===== config.mk =====
export PLATFORM = sky130hd
export DESIGN_NAME = one_wire_bus_master_unit_flat
export DESIGN_NICKNAME = d
export VERILOG_FILES = /design/src/hw/rtl/owbm_pkg.sv /design/src/hw/rtl/owbm_if.sv /design/src/hw/rtl/one_wire_bus_master_unit.sv /design/src/hw/rtl/owbm_cfg_regs.sv /design/src/hw/rtl/owbm_core.sv /design/src/flat_wrapper.sv
export SDC_FILE = /design/constraint.sdc
export NUM_CORES = 1
export LEC_CHECK = 0
export BUFFER_PORTS_ARGS = -buffer_cell sky130_fd_sc_hd__buf_2
export CAP_MARGIN = 20
export CORE_MARGIN = 2
export CORE_UTILIZATION = 45
export CTS_CLUSTER_SIZE = 25
export DETAILED_ROUTE_END_ITERATION = 8
export HOLD_SLACK_MARGIN = 0.05
export PLACE_DENSITY = 0.73
export REMOVE_ABC_BUFFERS = 1
export SETUP_SLACK_MARGIN = 0.5
export SLEW_MARGIN = 20
export SYNTH_ARGS = -nofsm -noshare
export SYNTH_HDL_FRONTEND = slang
export SYNTH_SLANG_ARGS = --single-unit

===== constraint.sdc =====
create_clock -name clk -period 12.55 [get_ports clk]
set_input_delay 1.8825 -clock clk [delete_from_list [all_inputs] [get_ports clk]]
set_output_delay 1.8825 -clock clk [all_outputs]
set_load 0.03 [all_outputs]

===== src/hw/rtl/owbm_pkg.sv =====
// Shared types and constants for the 1-Wire bus master.
// No dependencies; the top unit, owbm_cfg_regs and owbm_core use this package.
package owbm_pkg;

    localparam int TIMER_WIDTH_DEF = 10;
    localparam int CFG_DATA_W      = 10;
    localparam int CFG_INDEX_W     = 3;

    // item kinds
    localparam logic [1:0] KIND_TICK  = 2'd0;
    localparam logic [1:0] KIND_RESET = 2'd1;
    localparam logic [1:0] KIND_BYTE  = 2'd2;

    // register indexes
    localparam logic [CFG_INDEX_W-1:0] REG_RESET_PULSE = 3'd0;
    localparam logic [CFG_INDEX_W-1:0] REG_SETTLE      = 3'd1;
    localparam logic [CFG_INDEX_W-1:0] REG_PRES_TMO    = 3'd2;
    localparam logic [CFG_INDEX_W-1:0] REG_SLOT_LOW    = 3'd3;
    localparam logic [CFG_INDEX_W-1:0] REG_SAMPLE_PT   = 3'd4;
    localparam logic [CFG_INDEX_W-1:0] REG_SLOT        = 3'd5;
    localparam logic [CFG_INDEX_W-1:0] REG_RECOVERY    = 3'd6;

    // register reset values
    localparam logic [9:0] RESET_PULSE_DEF = 10'd500;
    localparam logic [7:0] SETTLE_DEF      = 8'd10;
    localparam logic [9:0] PRES_TMO_DEF    = 10'd250;
    localparam logic [3:0] SLOT_LOW_DEF    = 4'd1;
    localparam logic [5:0] SAMPLE_PT_DEF   = 6'd14;
    localparam logic [7:0] SLOT_DEF        = 8'd60;
    localparam logic [7:0] RECOVERY_DEF    = 8'd1;

    typedef enum logic [2:0] {
        PH_IDLE      = 3'd0,
        PH_RST_LOW   = 3'd1,
        PH_SETTLE    = 3'd2,
        PH_WAIT_LOW  = 3'd3,
        PH_WAIT_HIGH = 3'd4,
        PH_SLOT      = 3'd5,
        PH_RECOVER   = 3'd6
    } phase_t;

    typedef struct packed {
        logic [9:0] reset_pulse_us;
        logic [7:0] settle_us;
        logic [9:0] presence_timeout_us;
        logic [3:0] slot_low_us;
        logic [5:0] sample_point_us;
        logic [7:0] slot_us;
        logic [7:0] recovery_us;
    } cfg_t;

endpackage


===== src/hw/rtl/owbm_if.sv =====
// Valid/ready channel interfaces for command items and result items.
// Depends on nothing.
interface owbm_in_if;
    logic       valid;
    logic       ready;
    logic [1:0] kind;
    logic [7:0] tx_byte;
    logic       line_level;

    modport source (output valid, kind, tx_byte, line_level, input ready);
    modport sink   (input valid, kind, tx_byte, line_level, output ready);
endinterface

interface owbm_out_if;
    logic       valid;
    logic       ready;
    logic       drive_low;
    logic       busy_res;
    logic       done_res;
    logic       presence;
    logic [7:0] rx_byte;

    modport source (output valid, drive_low, busy_res, done_res, presence, rx_byte,
                    input ready);
    modport sink   (input valid, drive_low, busy_res, done_res, presence, rx_byte,
                    output ready);
endinterface


===== src/hw/rtl/one_wire_bus_master_unit.sv =====
// 1-Wire bus master. One item is taken per clock while the result register can
// accept it: command items start a reset or byte exchange, tick items advance
// bus timing by one microsecond. Each item gives one result item in the next cycle,
// out of a single result register; the input stays ready while that register is
// empty or being taken, so the rate is one item per cycle unless results are held.
// Depends on owbm_pkg, owbm_if, owbm_cfg_regs and owbm_core.
module one_wire_bus_master_unit #(
    parameter int TIMER_WIDTH = owbm_pkg::TIMER_WIDTH_DEF
) (
    input  logic                                clk,
    input  logic                                rst_n,
    owbm_in_if.sink                             cmd,
    owbm_out_if.source                          res,
    input  logic                                write_en,
    input  logic [owbm_pkg::CFG_INDEX_W-1:0]    reg_index,
    input  logic [owbm_pkg::CFG_DATA_W-1:0]     write_data
);

    owbm_pkg::cfg_t cfg;
    logic           in_fire;
    logic           idle;

    assign cmd.ready = !res.valid || res.ready;
    assign in_fire   = cmd.valid && cmd.ready;

    owbm_cfg_regs u_cfg (
        .clk        (clk),
        .rst_n      (rst_n),
        .write_en   (write_en),
        .reg_index  (reg_index),
        .write_data (write_data),
        .cfg        (cfg)
    );

    owbm_core #(
        .TIMER_WIDTH (TIMER_WIDTH)
    ) u_core (
        .clk        (clk),
        .rst_n      (rst_n),
        .in_fire    (in_fire),
        .kind       (cmd.kind),
        .tx_byte    (cmd.tx_byte),
        .line_level (cmd.line_level),
        .cfg        (cfg),
        .res_ready  (res.ready),
        .res_valid  (res.valid),
        .drive_low  (res.drive_low),
        .busy_res   (res.busy_res),
        .done_res   (res.done_res),
        .presence   (res.presence),
        .rx_byte    (res.rx_byte),
        .idle       (idle)
    );

    a_accept_gives_result: assert property (@(posedge clk) disable iff (!rst_n)
        in_fire |=> res.valid)
        else $error("accepted item produced no result");

    a_done_not_busy: assert property (@(posedge clk) disable iff (!rst_n)
        (res.valid && res.done_res) |-> (!res.busy_res && idle))
        else $error("completion reported while still busy");

    a_drive_needs_busy: assert property (@(posedge clk) disable iff (!rst_n)
        (res.valid && res.drive_low) |-> res.busy_res)
        else $error("line driven low while idle");

    a_busy_matches_phase: assert property (@(posedge clk) disable iff (!rst_n)
        in_fire |=> (res.busy_res == !idle))
        else $error("busy flag disagrees with phase");

endmodule


===== src/hw/rtl/owbm_cfg_regs.sv =====
// Timing configuration registers of the 1-Wire master.
// Depends on owbm_pkg.
module owbm_cfg_regs (
    input  logic                                clk,
    input  logic                                rst_n,
    input  logic                                write_en,
    input  logic [owbm_pkg::CFG_INDEX_W-1:0]    reg_index,
    input  logic [owbm_pkg::CFG_DATA_W-1:0]     write_data,
    output owbm_pkg::cfg_t                      cfg
);

    owbm_pkg::cfg_t cfg_reg;

    always_ff @(posedge clk or negedge rst_n)
    begin
        if (!rst_n)
        begin
            cfg_reg.reset_pulse_us      <= owbm_pkg::RESET_PULSE_DEF;
            cfg_reg.settle_us           <= owbm_pkg::SETTLE_DEF;
            cfg_reg.presence_timeout_us <= owbm_pkg::PRES_TMO_DEF;
            cfg_reg.slot_low_us         <= owbm_pkg::SLOT_LOW_DEF;
            cfg_reg.sample_point_us     <= owbm_pkg::SAMPLE_PT_DEF;
            cfg_reg.slot_us             <= owbm_pkg::SLOT_DEF;
            cfg_reg.recovery_us         <= owbm_pkg::RECOVERY_DEF;
        end
        else if (write_en)
        begin
            case (reg_index)
                owbm_pkg::REG_RESET_PULSE: cfg_reg.reset_pulse_us      <= write_data[9:0];
                owbm_pkg::REG_SETTLE:      cfg_reg.settle_us           <= write_data[7:0];
                owbm_pkg::REG_PRES_TMO:    cfg_reg.presence_timeout_us <= write_data[9:0];
                owbm_pkg::REG_SLOT_LOW:    cfg_reg.slot_low_us         <= write_data[3:0];
                owbm_pkg::REG_SAMPLE_PT:   cfg_reg.sample_point_us     <= write_data[5:0];
                owbm_pkg::REG_SLOT:        cfg_reg.slot_us             <= write_data[7:0];
                owbm_pkg::REG_RECOVERY:    cfg_reg.recovery_us         <= write_data[7:0];
                default: ;
            endcase
        end
    end

    assign cfg = cfg_reg;

endmodule


===== src/hw/rtl/owbm_core.sv =====
// Bus phase sequencer and result register of the 1-Wire master.
// Depends on owbm_pkg.
module owbm_core #(
    parameter int TIMER_WIDTH = owbm_pkg::TIMER_WIDTH_DEF
) (
    input  logic            clk,
    input  logic            rst_n,
    input  logic            in_fire,
    input  logic [1:0]      kind,
    input  logic [7:0]      tx_byte,
    input  logic            line_level,
    input  owbm_pkg::cfg_t  cfg,
    input  logic            res_ready,
    output logic            res_valid,
    output logic            drive_low,
    output logic            busy_res,
    output logic            done_res,
    output logic            presence,
    output logic [7:0]      rx_byte,
    output logic            idle
);

    localparam int TW = TIMER_WIDTH;
    localparam int CW = (TW > owbm_pkg::CFG_DATA_W) ? TW : owbm_pkg::CFG_DATA_W;
    localparam logic [TW-1:0] TMAX_T = {TW{1'b1}};
    localparam logic [CW-1:0] TMAX   = CW'(TMAX_T);

    function automatic logic [CW-1:0] lim(input logic [CW-1:0] v);
        return (v > TMAX) ? TMAX : v;
    endfunction

    owbm_pkg::phase_t phase_reg, phase_next;
    logic [TW-1:0] tick_reg, tick_next, tick_inc;
    logic [7:0]    shift_reg, shift_next;
    logic [2:0]    bit_reg, bit_next;
    logic          pres_reg, pres_next;
    logic          txbit_reg, txbit_next;

    logic          valid_reg;
    logic          drive_reg, busy_reg, done_reg;
    logic          drive_c, busy_c, done_c;

    logic [CW-1:0] tick_inc_w;
    logic [CW-1:0] lim_reset, lim_settle, lim_tmo, lim_recov;
    logic [CW-1:0] eff_slot, eff_sample, eff_low, sample_raw;

    assign tick_inc   = (tick_reg < TMAX_T) ? tick_reg + 1'b1 : tick_reg;
    assign tick_inc_w = CW'(tick_inc);

    assign lim_reset  = lim(CW'(cfg.reset_pulse_us));
    assign lim_settle = lim(CW'(cfg.settle_us));
    assign lim_tmo    = lim(CW'(cfg.presence_timeout_us));
    assign lim_recov  = lim(CW'(cfg.recovery_us));
    assign eff_slot   = lim((cfg.slot_us == 8'd0) ? CW'(1) : CW'(cfg.slot_us));
    assign sample_raw = (cfg.sample_point_us == 6'd0) ? CW'(1) : CW'(cfg.sample_point_us);
    assign eff_sample = (sample_raw > eff_slot) ? eff_slot : sample_raw;
    assign eff_low    = (cfg.slot_low_us == 4'd0) ? CW'(1) : CW'(cfg.slot_low_us);

    // next state
    always_comb
    begin
        phase_next = phase_reg;
        tick_next  = tick_reg;
        shift_next = shift_reg;
        bit_next   = bit_reg;
        pres_next  = pres_reg;
        txbit_next = txbit_reg;
        if (in_fire)
        begin
            case (kind)
                owbm_pkg::KIND_RESET:
                begin
                    if (phase_reg == owbm_pkg::PH_IDLE)
                    begin
                        phase_next = owbm_pkg::PH_RST_LOW;
                        tick_next  = '0;
                    end
                end
                owbm_pkg::KIND_BYTE:
                begin
                    if (phase_reg == owbm_pkg::PH_IDLE)
                    begin
                        shift_next = tx_byte;
                        bit_next   = 3'd0;
                        phase_next = owbm_pkg::PH_SLOT;
                        tick_next  = '0;
                        txbit_next = tx_byte[0];
                    end
                end
                owbm_pkg::KIND_TICK:
                begin
                    case (phase_reg)
                        owbm_pkg::PH_RST_LOW:
                        begin
                            tick_next = tick_inc;
                            if (tick_inc_w >= lim_reset)
                            begin
                                tick_next  = '0;
                                phase_next = (cfg.settle_us == 8'd0) ?
                                             owbm_pkg::PH_WAIT_LOW : owbm_pkg::PH_SETTLE;
                            end
                        end
                        owbm_pkg::PH_SETTLE:
                        begin
                            tick_next = tick_inc;
                            if (tick_inc_w >= lim_settle)
                            begin
                                tick_next  = '0;
                                phase_next = owbm_pkg::PH_WAIT_LOW;
                            end
                        end
                        owbm_pkg::PH_WAIT_LOW:
                        begin
                            if (!line_level)
                            begin
                                tick_next  = '0;
                                phase_next = owbm_pkg::PH_WAIT_HIGH;
                            end
                            else if (tick_inc_w >= lim_tmo)
                            begin
                                pres_next  = 1'b0;
                                phase_next = owbm_pkg::PH_IDLE;
                                tick_next  = '0;
                            end
                            else
                                tick_next = tick_inc;
                        end
                        owbm_pkg::PH_WAIT_HIGH:
                        begin
                            if (line_level)
                            begin
                                pres_next  = 1'b1;
                                phase_next = owbm_pkg::PH_IDLE;
                                tick_next  = '0;
                            end
                            else if (tick_inc_w >= lim_tmo)
                            begin
                                pres_next  = 1'b0;
                                phase_next = owbm_pkg::PH_IDLE;
                                tick_next  = '0;
                            end
                            else
                                tick_next = tick_inc;
                        end
                        owbm_pkg::PH_SLOT:
                        begin
                            tick_next = tick_inc;
                            if (tick_inc_w == eff_sample)
                                shift_next = {line_level, shift_reg[7:1]};
                            if (tick_inc_w >= eff_slot)
                            begin
                                tick_next  = '0;
                                phase_next = owbm_pkg::PH_RECOVER;
                            end
                        end
                        owbm_pkg::PH_RECOVER:
                        begin
                            tick_next = tick_inc;
                            if (tick_inc_w >= lim_recov)
                            begin
                                tick_next = '0;
                                if (bit_reg == 3'd7)
                                begin
                                    bit_next   = 3'd0;
                                    phase_next = owbm_pkg::PH_IDLE;
                                end
                                else
                                begin
                                    bit_next   = bit_reg + 3'd1;
                                    phase_next = owbm_pkg::PH_SLOT;
                                    txbit_next = shift_reg[0];
                                end
                            end
                        end
                        default: phase_next = owbm_pkg::PH_IDLE;
                    endcase
                end
                default: ;
            endcase
        end
    end

    // result fields
    always_comb
    begin
        drive_c = 1'b0;
        case (phase_next)
            owbm_pkg::PH_RST_LOW: drive_c = 1'b1;
            owbm_pkg::PH_SLOT:    drive_c = !txbit_next || (CW'(tick_next) < eff_low);
            default:              drive_c = 1'b0;
        endcase
        busy_c = (phase_next != owbm_pkg::PH_IDLE);
        // only the two presence-wait phases and the recovery phase can end an operation on a tick
        done_c = in_fire && (kind == owbm_pkg::KIND_TICK)
                 && (phase_next == owbm_pkg::PH_IDLE)
                 && (phase_reg == owbm_pkg::PH_WAIT_LOW
                     || phase_reg == owbm_pkg::PH_WAIT_HIGH
                     || phase_reg == owbm_pkg::PH_RECOVER);
    end

    always_ff @(posedge clk or negedge rst_n)
    begin
        if (!rst_n)
        begin
            phase_reg <= owbm_pkg::PH_IDLE;
            tick_reg  <= '0;
            shift_reg <= '0;
            bit_reg   <= '0;
            pres_reg  <= 1'b0;
            txbit_reg <= 1'b0;
            valid_reg <= 1'b0;
        end
        else
        begin
            phase_reg <= phase_next;
            tick_reg  <= tick_next;
            shift_reg <= shift_next;
            bit_reg   <= bit_next;
            pres_reg  <= pres_next;
            txbit_reg <= txbit_next;
            if (in_fire)
                valid_reg <= 1'b1;
            else if (res_ready)
                valid_reg <= 1'b0;
        end
    end

    always_ff @(posedge clk)
    begin
        if (in_fire)
        begin
            drive_reg <= drive_c;
            busy_reg  <= busy_c;
            done_reg  <= done_c;
        end
    end

    assign res_valid = valid_reg;
    assign drive_low = drive_reg;
    assign busy_res  = busy_reg;
    assign done_res  = done_reg;
    // presence and shift register hold until the next accepted item
    assign presence  = pres_reg;
    assign rx_byte   = shift_reg;
    assign idle      = (phase_reg == owbm_pkg::PH_IDLE);

endmodule

===== src/flat_wrapper.sv =====
// flat-port wrapper written by rule: the top's interface ports become plain ports
module one_wire_bus_master_unit_flat 
#(
    parameter int TIMER_WIDTH = owbm_pkg::TIMER_WIDTH_DEF
)
  (clk, rst_n, write_en, reg_index, write_data, cmd_valid, cmd_kind, cmd_tx_byte, cmd_line_level, cmd_ready, res_valid, res_drive_low, res_busy_res, res_done_res, res_presence, res_rx_byte, res_ready);
  owbm_in_if cmd_i ();
  owbm_out_if res_i ();
  input  logic clk;
  input  logic rst_n;
  input  logic write_en;
  input  logic [owbm_pkg::CFG_INDEX_W-1:0] reg_index;
  input  logic [owbm_pkg::CFG_DATA_W-1:0] write_data;
  input wire logic [$bits(cmd_i.valid)-1:0] cmd_valid;
  input wire logic [$bits(cmd_i.kind)-1:0] cmd_kind;
  input wire logic [$bits(cmd_i.tx_byte)-1:0] cmd_tx_byte;
  input wire logic [$bits(cmd_i.line_level)-1:0] cmd_line_level;
  output wire logic [$bits(cmd_i.ready)-1:0] cmd_ready;
  output wire logic [$bits(res_i.valid)-1:0] res_valid;
  output wire logic [$bits(res_i.drive_low)-1:0] res_drive_low;
  output wire logic [$bits(res_i.busy_res)-1:0] res_busy_res;
  output wire logic [$bits(res_i.done_res)-1:0] res_done_res;
  output wire logic [$bits(res_i.presence)-1:0] res_presence;
  output wire logic [$bits(res_i.rx_byte)-1:0] res_rx_byte;
  input wire logic [$bits(res_i.ready)-1:0] res_ready;
  assign cmd_i.valid = cmd_valid;
  assign cmd_i.kind = cmd_kind;
  assign cmd_i.tx_byte = cmd_tx_byte;
  assign cmd_i.line_level = cmd_line_level;
  assign cmd_ready = cmd_i.ready;
  assign res_valid = res_i.valid;
  assign res_drive_low = res_i.drive_low;
  assign res_busy_res = res_i.busy_res;
  assign res_done_res = res_i.done_res;
  assign res_presence = res_i.presence;
  assign res_rx_byte = res_i.rx_byte;
  assign res_i.ready = res_ready;
  one_wire_bus_master_unit #(.TIMER_WIDTH(TIMER_WIDTH)) u_core (.clk(clk), .rst_n(rst_n), .cmd(cmd_i), .res(res_i), .write_en(write_en), .reg_index(reg_index), .write_data(write_data));
endmodule

# --- Word-level counts from Yosys, hierarchy flattened ---
# Cells that the tools add are included.
totals:
  latchBits: 0
  input_bits: 29
  regBits: 84
  wordCells: 142
  ram_bits: 0
  mem_bits_ro: 0
  n_memories: 0
  out_inout_bits: 14
classes:
  eq_ne: 24
  bitwise_logic: 0
  addsub: 2
  n_reduce_logical: 33
  mux: 55
  shifts: 0
  div: 0
  mul: 0
  magnitude_cmp: 11
op_table:
  columns: ["operator", "count"]
  rows:
  - ["$mux W10", 14]
  - ["$pmux W10 S6", 1]
  - ["$mux W3", 15]
  - ["$mux W8", 4]
  - ["$ge A10 B10 Y1", 3]
  - ["$eq A3 B3 Y1 const B", 8]
  - ["$ge A10 B8 Y1", 2]
  - ["$gt A10 B10 Y1 const B", 2]
  - ["$pmux W10 S2", 1]
  - ["$pmux W3 S6", 1]
  - ["$logic_not A8 Y1", 2]
  - ["$pmux W8 S2", 1]
  - ["$reduce_and A2 Y1", 7]
  - ["$eq A3 B2 Y1 const B", 4]
  - ["$mux W1", 11]
  - ["$add A10 B1 Y10 const B", 1]
  - ["$eq A10 B10 Y1", 1]
  - ["$gt A6 B10 Y1", 1]
  - ["$gt A8 B10 Y1 const B", 1]
  - ["$lt A10 B10 Y1 const B", 1]
  - ["$lt A10 B4 Y1", 1]
  - ["$reduce_and A5 Y1", 2]
  - ["$eq A3 B1 Y1 const B", 3]
  - ["$logic_not A3 Y1", 3]
  - ["other kinds (20)", 35]

# --- Logic depth before layout (Yosys ltp) ---
depth:
  ltp_word: 12
  mapped_depth: 24
  mapped_depth_nobuf: 23

# --- By module ---
# From an unflattened synthesis, not the netlist that was laid out.
hier_totals:
  hier_cells: 582
  hier_area_um2: 5948.2
modules_own_cells:
  columns: ["mod", "seq_area_each_um2", "area_each_um2", "cells_per_inst", "n_inst"]
  rows:
  - ["owbm_core", 765.7, 3737.3, 461, 1]
  - ["owbm_cfg_regs", 1380.1, 2188.3, 119, 1]
  - ["one_wire_bus_master_unit", 0.0, 22.5, 2, 1]

# --- Least setup slack after synthesis ---
# OpenSTA, ideal clock, no wires.
synth_timing:
  kind: "reg2reg"
  from: "reg u_core.u_core.tick_reg[0]"
  to: "reg u_core.u_core.drive_reg (netlist: u_core.u_core.drive_low) (data pin)"
  path_stages_with_launch: 24
  path_buffers: 1
  setup_time_ns: 0.174
  required_ns: 12.376
  arrival_ns: 4.681
  synth_period_minus_slack_ns: 4.856
  path_slack_ns: 7.694
  path_cell_list: "dfrtp_1 > ha_1 > and3_1 > buf_4 > nand4_4 > nand3_2 > xnor2_2 > ha_1 > a211o_1 > o211ai_1 > a21oi_1 > o31ai_1 > or3b_2 > nand3_1 > nand2_1 > o21ai_0 > ha_1 > o211ai_1 > a21oi_1 > nor4_1 > nor2_1 > o31ai_1 > nand4b_1 > a311oi_1"
synth_via:
  elab_chain_cells: 11
  elab_cells_between_ends: 39
  classes_between: "1 x add/sub; 7 x order compare; 2 x eq/ne; 27 x mux; 2 x reduce/logical"
synth_rtl:
  columns: ["element", "line_no", "source"]
  rows:
  - ["from (decl)", "owbm_core.sv:33", "logic [TW-1:0] tick_reg, tick_next, tick_inc;"]
  - ["from (signal assigned)", "owbm_core.sv:216", "tick_reg <= tick_next;"]
  - ["$add A10 B1 Y10 or $lt A10 B10 Y1 (tied branches)", "owbm_core.sv:47", "assign tick_inc = (tick_reg < TMAX_T) ? tick_reg + 1'b1 : tick_reg;"]
  - ["$mux W10 (*)", "owbm_core.sv:47", null]
  - ["$ge A10 B10 Y1", "owbm_core.sv:119, owbm_core.sv:136", null]
  - ["$mux W10", "owbm_core.sv:119, owbm_core.sv:136", null]
  - ["$mux W10, on equally long branches", "owbm_core.sv:130, owbm_core.sv:114", null]
  - ["$pmux W10 S6 (*)", "owbm_core.sv:92", "case (phase_reg)"]
  - ["$pmux W10 S2 (*)", "owbm_core.sv:70", "case (kind)"]
  - ["$mux W10 (*)", "owbm_core.sv:68", "if (in_fire)"]
  - ["named net u_core.u_core.tick_next[1]", "owbm_core.sv:33", null]
  - ["$lt A10 B4 Y1 (*)", "owbm_core.sv:189", "owbm_pkg::PH_SLOT: drive_c = !txbit_next || (CW'(tick_next) < eff_low);"]
  - ["$logic_or A1 B1 Y1 (*)", "owbm_core.sv:189", null]
  - ["$pmux W1 S2 (*)", "owbm_core.sv:187", "case (phase_next)"]
  - ["named net u_core.u_core.drive_c", "owbm_core.sv:41", "logic drive_c, busy_c, done_c;"]
  - ["to (signal assigned)", "owbm_core.sv:232", "drive_reg <= drive_c;"]
  - ["to (decl)", "owbm_core.sv:40", "logic drive_reg, busy_reg, done_reg;"]
# The timed path passes the listed nets; every way through them passes the cells marked *.
# A chain may end at the register's enable or synchronous reset.

# --- Worst setup path in the final report ---
# Same ends and word-level chain as after synthesis.

==> flow_results.org <==
** Run status
- Run status :: finished clean

** Routing
- The pre-antenna-repair detailed-routing pass consisted of 5 iterations.
- Post-detailed-route DRC marker count :: 0
- The count of nets left with antenna violations once routing finished came out at 0.
- Violation count after the first detailed-route iteration :: 359
- DR WL/cell :: 16.4 µm
- Using the TritonRoute via totals, the vias-per-cell ratio works out to 5.66.
- The routed layout has 4,588 vias.
- Detailed Route WL :: 13,300 µm

** Clock network
- CTS H-Tree Depth :: 3
- Buffers inserted during clock tree synthesis total 9.
- Number of resized instances in the post-cts repair step :: 0
- CTS saw 84 sinks.
- After clock tree synthesis, the setup repair step added 0 buffers.
- Hold-fix buffer count after cts :: 0
- Skew-Pair Late Insertion Delay :: 0.35 ns
- Clock buffer depth :: 2
- Clock-pin slew was measured on the worst setup and hold paths at 0.06 ns.
- TritonCTS built the clock tree.
- The tree is rooted in a clkbuf_16.

** Setup path
- Critical-path maximum fanout :: 9
- In this design, the stage delay of the slowest critical-path cell is 0.57 ns.
- Cell breakdown of the critical path :: ha_1 -> and3_1 -> nand4_4 -> xnor2_1 -> ha_1 -> nand2b_1 -> a21oi_1 -> nor2b_1 -> o31ai_1 -> or3b_2 -> nand3_1 -> nand2_1 -> o21ai_0 -> ha_1 -> o211ai_1 -> a21oi_1 -> nor4_1 -> nor2_1 -> o31ai_1 -> nand4b_1 -> a311oi_1
- The endpoint identified for the worst register-to-register timing path is u_core.u_core.drive_low$_DFFE_PP_.
- The setup check on the worst reg-to-reg path leaves a slack of 6.76 ns.
- Worst path buffer plus inverter count :: 0
- The worst setup path is captured at a flip-flop.
- Type of origin of the critical path :: flip-flop
- Most common cell type on the critical path :: ha_1
- Cell with the largest stage delay on the worst path :: xnor2_1
- Worst r2r src :: u_core.u_core.tick_reg[0]$_DFF_PN0_
- The critical path is of the flip-flop to flip-flop type.
- Data on the critical path is required at its endpoint by 12.68 ns.
- The kind of cell with the highest combined delay along the critical path is simple AND/OR/NAND/NOR gates.
- The worst register-to-register path has a depth of 21.
- For the worst setup path, the data arrival time is 5.92 ns.

** Die
- The core region is 12,500 µm².
- Horizontal extent of the die :: 116 µm
- The die is 116 µm tall.
- In this run the core area contains 41 standard-cell rows.
- Pin placement for this block handled 43 I/O pins.
- Once the floorplan was initialized, standard cells occupied 45.6% of the core.
- Total die area :: 13,600 µm²

** GRT
- GR met2 Demand/Resource :: 33.6%
- Global routing consumed, on the met1 layer, 28.1% of the routing resources.
- Number of antenna violations at the first check in global routing :: 0
- Entering global routing, the biggest net connects 82 pins.
- Global routing used 3.94% of the available met3 tracks.
- In the global route stage, overall resource usage came out at 20.7%.
- Most utilized layer in the global route result :: met2
- The number of global-route vias before repair is 4,331.
- First-pass GRT wire length :: 21,800 µm
- GRT overflow :: 0

** Job
- The tool flagged a number of max-cap violations equal to 0.

** Hold path
- The worst hold path belongs to the class flip-flop to flip-flop.
- The path with the worst hold slack has its endpoint at u_core.u_core.bit_reg[1]$_DFFE_PN0P_.
- In this run the most critical hold path is launched from u_core.u_core.bit_reg[1]$_DFFE_PN0P_.
- The worst hold path was traced through 2 stages.

** Timing
- Slew Limit Fails :: 0
- Transition at the pin with the smallest max-transition slack :: 0.886 ns
- The final hold violation count was 0.
- Min cycle time layout :: 5.79 ns
- The final critical path takes up 46.1% of the cycle.
- Between clock sinks in the finished design, the worst skew comes to 0.00693 ns.
- In this run the tightest slew margin relative to its limit is 40.8%.
- Achievable clock frequency :: 173 MHz
- Setup repair after global routing missed its margin :: false
- Worst hold slack :: 0.490 ns
- Setup violations, final :: 0
- Adding up every negative setup slack in the final design gives 0 ns.

** Final layout
- Diode count :: 0
- Relative to the synthesized area, the layout overhead comes to 11.3%.
- Cells with a size suffix above 1 make up 20.5% of the layout.
- The net count of the finished layout is 723.
- Fill cells in the final layout number 1,138.
- Final design instance area without fill :: 6330 µm²
- The register with the most flip-flops in the layout has 54 of them.

** Synthesis
- During synthesis, Yosys emitted a total of 0 warnings.
- Dividing the synthesized area by the synthesized cell count gives 9.46 µm².
- For this run, the leading register cell type out of synthesis is dfrtp_1.
- Summing every instance area after synthesis gives 5690 µm².
- The synthesized design contains 84 register bits.
- In the synthesized netlist, the cells that appear most often are nand2_1, ha_1, dfrtp_1.
- The synthesized design spends more area on one cell type than any other, namely dfrtp_1.
- Sorting the synthesized cells by area gives the leading types as dfrtp_1, ha_1, dfstp_2.
- Share of Yosys cell area claimed by the top area cell type :: 25.5%
- Sequential cells were found to cover 37.7% of the synthesized design area.
- Share of async-settable or async-resettable flops after synthesis :: 96.4%
- Synthesis produced a netlist whose cell count is 601.
- Cell with the most instances after synthesis :: nand2_1
- In this run, synthesis inferred 3 flip-flops with an integrated enable.
- Counting distinct cell types in the post-synthesis netlist gives 69.

** Placement
- Input and output buffers added on the ports amount to 42.
- Routability-driven placement finished with a final weighted congestion of 0.922.
- After detailed placement, the total cell area comes to 6040 µm².
- DP Wirelength :: 10,000 µm

** Power
- Summed over all cells, the static leakage comes to 2.96 nW.
- For this design the ratio of total power to cell area is 157 nW/µm².
- VDD IR max :: 0.102 mV
-- worst reg2reg max path: cells and delay by family (launching register included) --
kind / cells / cell delay [ns]
AOI/OAI and AO/OA: 7 / 1.60
and+or+nand+nor: 10 / 2.15
xor gates and xnor gates: 1 / 0.57
adders and majority gates: 3 / 0.85
DFF: 1 / 0.44
-- cell families (layout without fill, tap and decap cells) --
logic type,Yosys count,after routing,share of synthesized area [%]
AOI/OAI and AO/OA,139,139,16.5
muxes,46,46,9.02
adders and majority gates,60,60,13.2
and+or+nand+nor,183,183,16.3
DFF,84,84,37.7
buffers and inverters,80,118,5.65
xor gates and xnor gates,9,9,1.65
-- metrics by stage --
stage,power (W),setup slack [ns],cells,util (%)
after floorplan,0.000638,7.70,577,-
after global placement,0.000723,7.13,795,48.4
after detailed placement,0.000740,6.92,795,48.4
after CTS,0.000999,6.79,811,50.7
after global routing,0.00106,6.14,811,50.8
final,0.000996,6.76,811,50.8
-- final cells by class --
type,count,area [µm²],share of cell area [%]
tap,172,215,3.40
sequential,84,2150,33.9
clock inverter,1,5.00,0.0790
timing repair buffer,46,246,3.89
inverter,56,210,3.32
multi-input combinational,437,3230,51.0
clock buffer,15,278,4.39
-- layout by cell type (no fill, tap or decap), drive strengths merged, types with 6 or more instances in the layout --
cell type	instances
dfstp	23
clkbuf	15
nor3	11
a211oi	7
nand4b	6
nand4	6
buf	46
ha	60
mux2i	13
mux2	33
nor2b	6
a21oi	26
inv	56
xnor2	8
dfrtp	58
nand2	74
nor2	21
o21a	9
o21ai	42
nand3	25
nand2b	8
o211ai	9
-- report_power, final --
group          switching [W]  internal (W)  leakage [nW]
sequential         0.0000511      0.000344         0.980
combinational       0.000204      0.000142          1.84
clock               0.000104      0.000150         0.140
total               0.000359      0.000637          2.96
-- worst max-delay path by stage --
stage | slack [ns] | endpoint | start | cells after the start
floorplan | 7.70 | u_core.u_core.drive_low$_DFFE_PP_ | u_core.u_core.tick_reg[0]$_DFF_PN0_ | 21
global placement | 7.13 | u_core.u_core.drive_low$_DFFE_PP_ | u_core.u_core.tick_reg[0]$_DFF_PN0_ | 21
detailed placement | 6.92 | u_core.u_core.drive_low$_DFFE_PP_ | u_core.u_core.tick_reg[0]$_DFF_PN0_ | 21
CTS | 6.79 | u_core.u_core.drive_low$_DFFE_PP_ | u_core.u_core.tick_reg[0]$_DFF_PN0_ | 21
global route | 6.14 | u_core.u_core.drive_low$_DFFE_PP_ | u_core.u_core.tick_reg[0]$_DFF_PN0_ | 21
finish | 6.76 | u_core.u_core.drive_low$_DFFE_PP_ | u_core.u_core.tick_reg[0]$_DFF_PN0_ | 21
-- routing by layer --
metal / vias to the layer above / part of all wire [%]
met5: - / 0
met4: 0 / 1.5
met3: 17 / 4.5
met2: 122 / 47
met1: 2226 / 47
li1: 2223 / -
(Power assumes the default switching activity.)
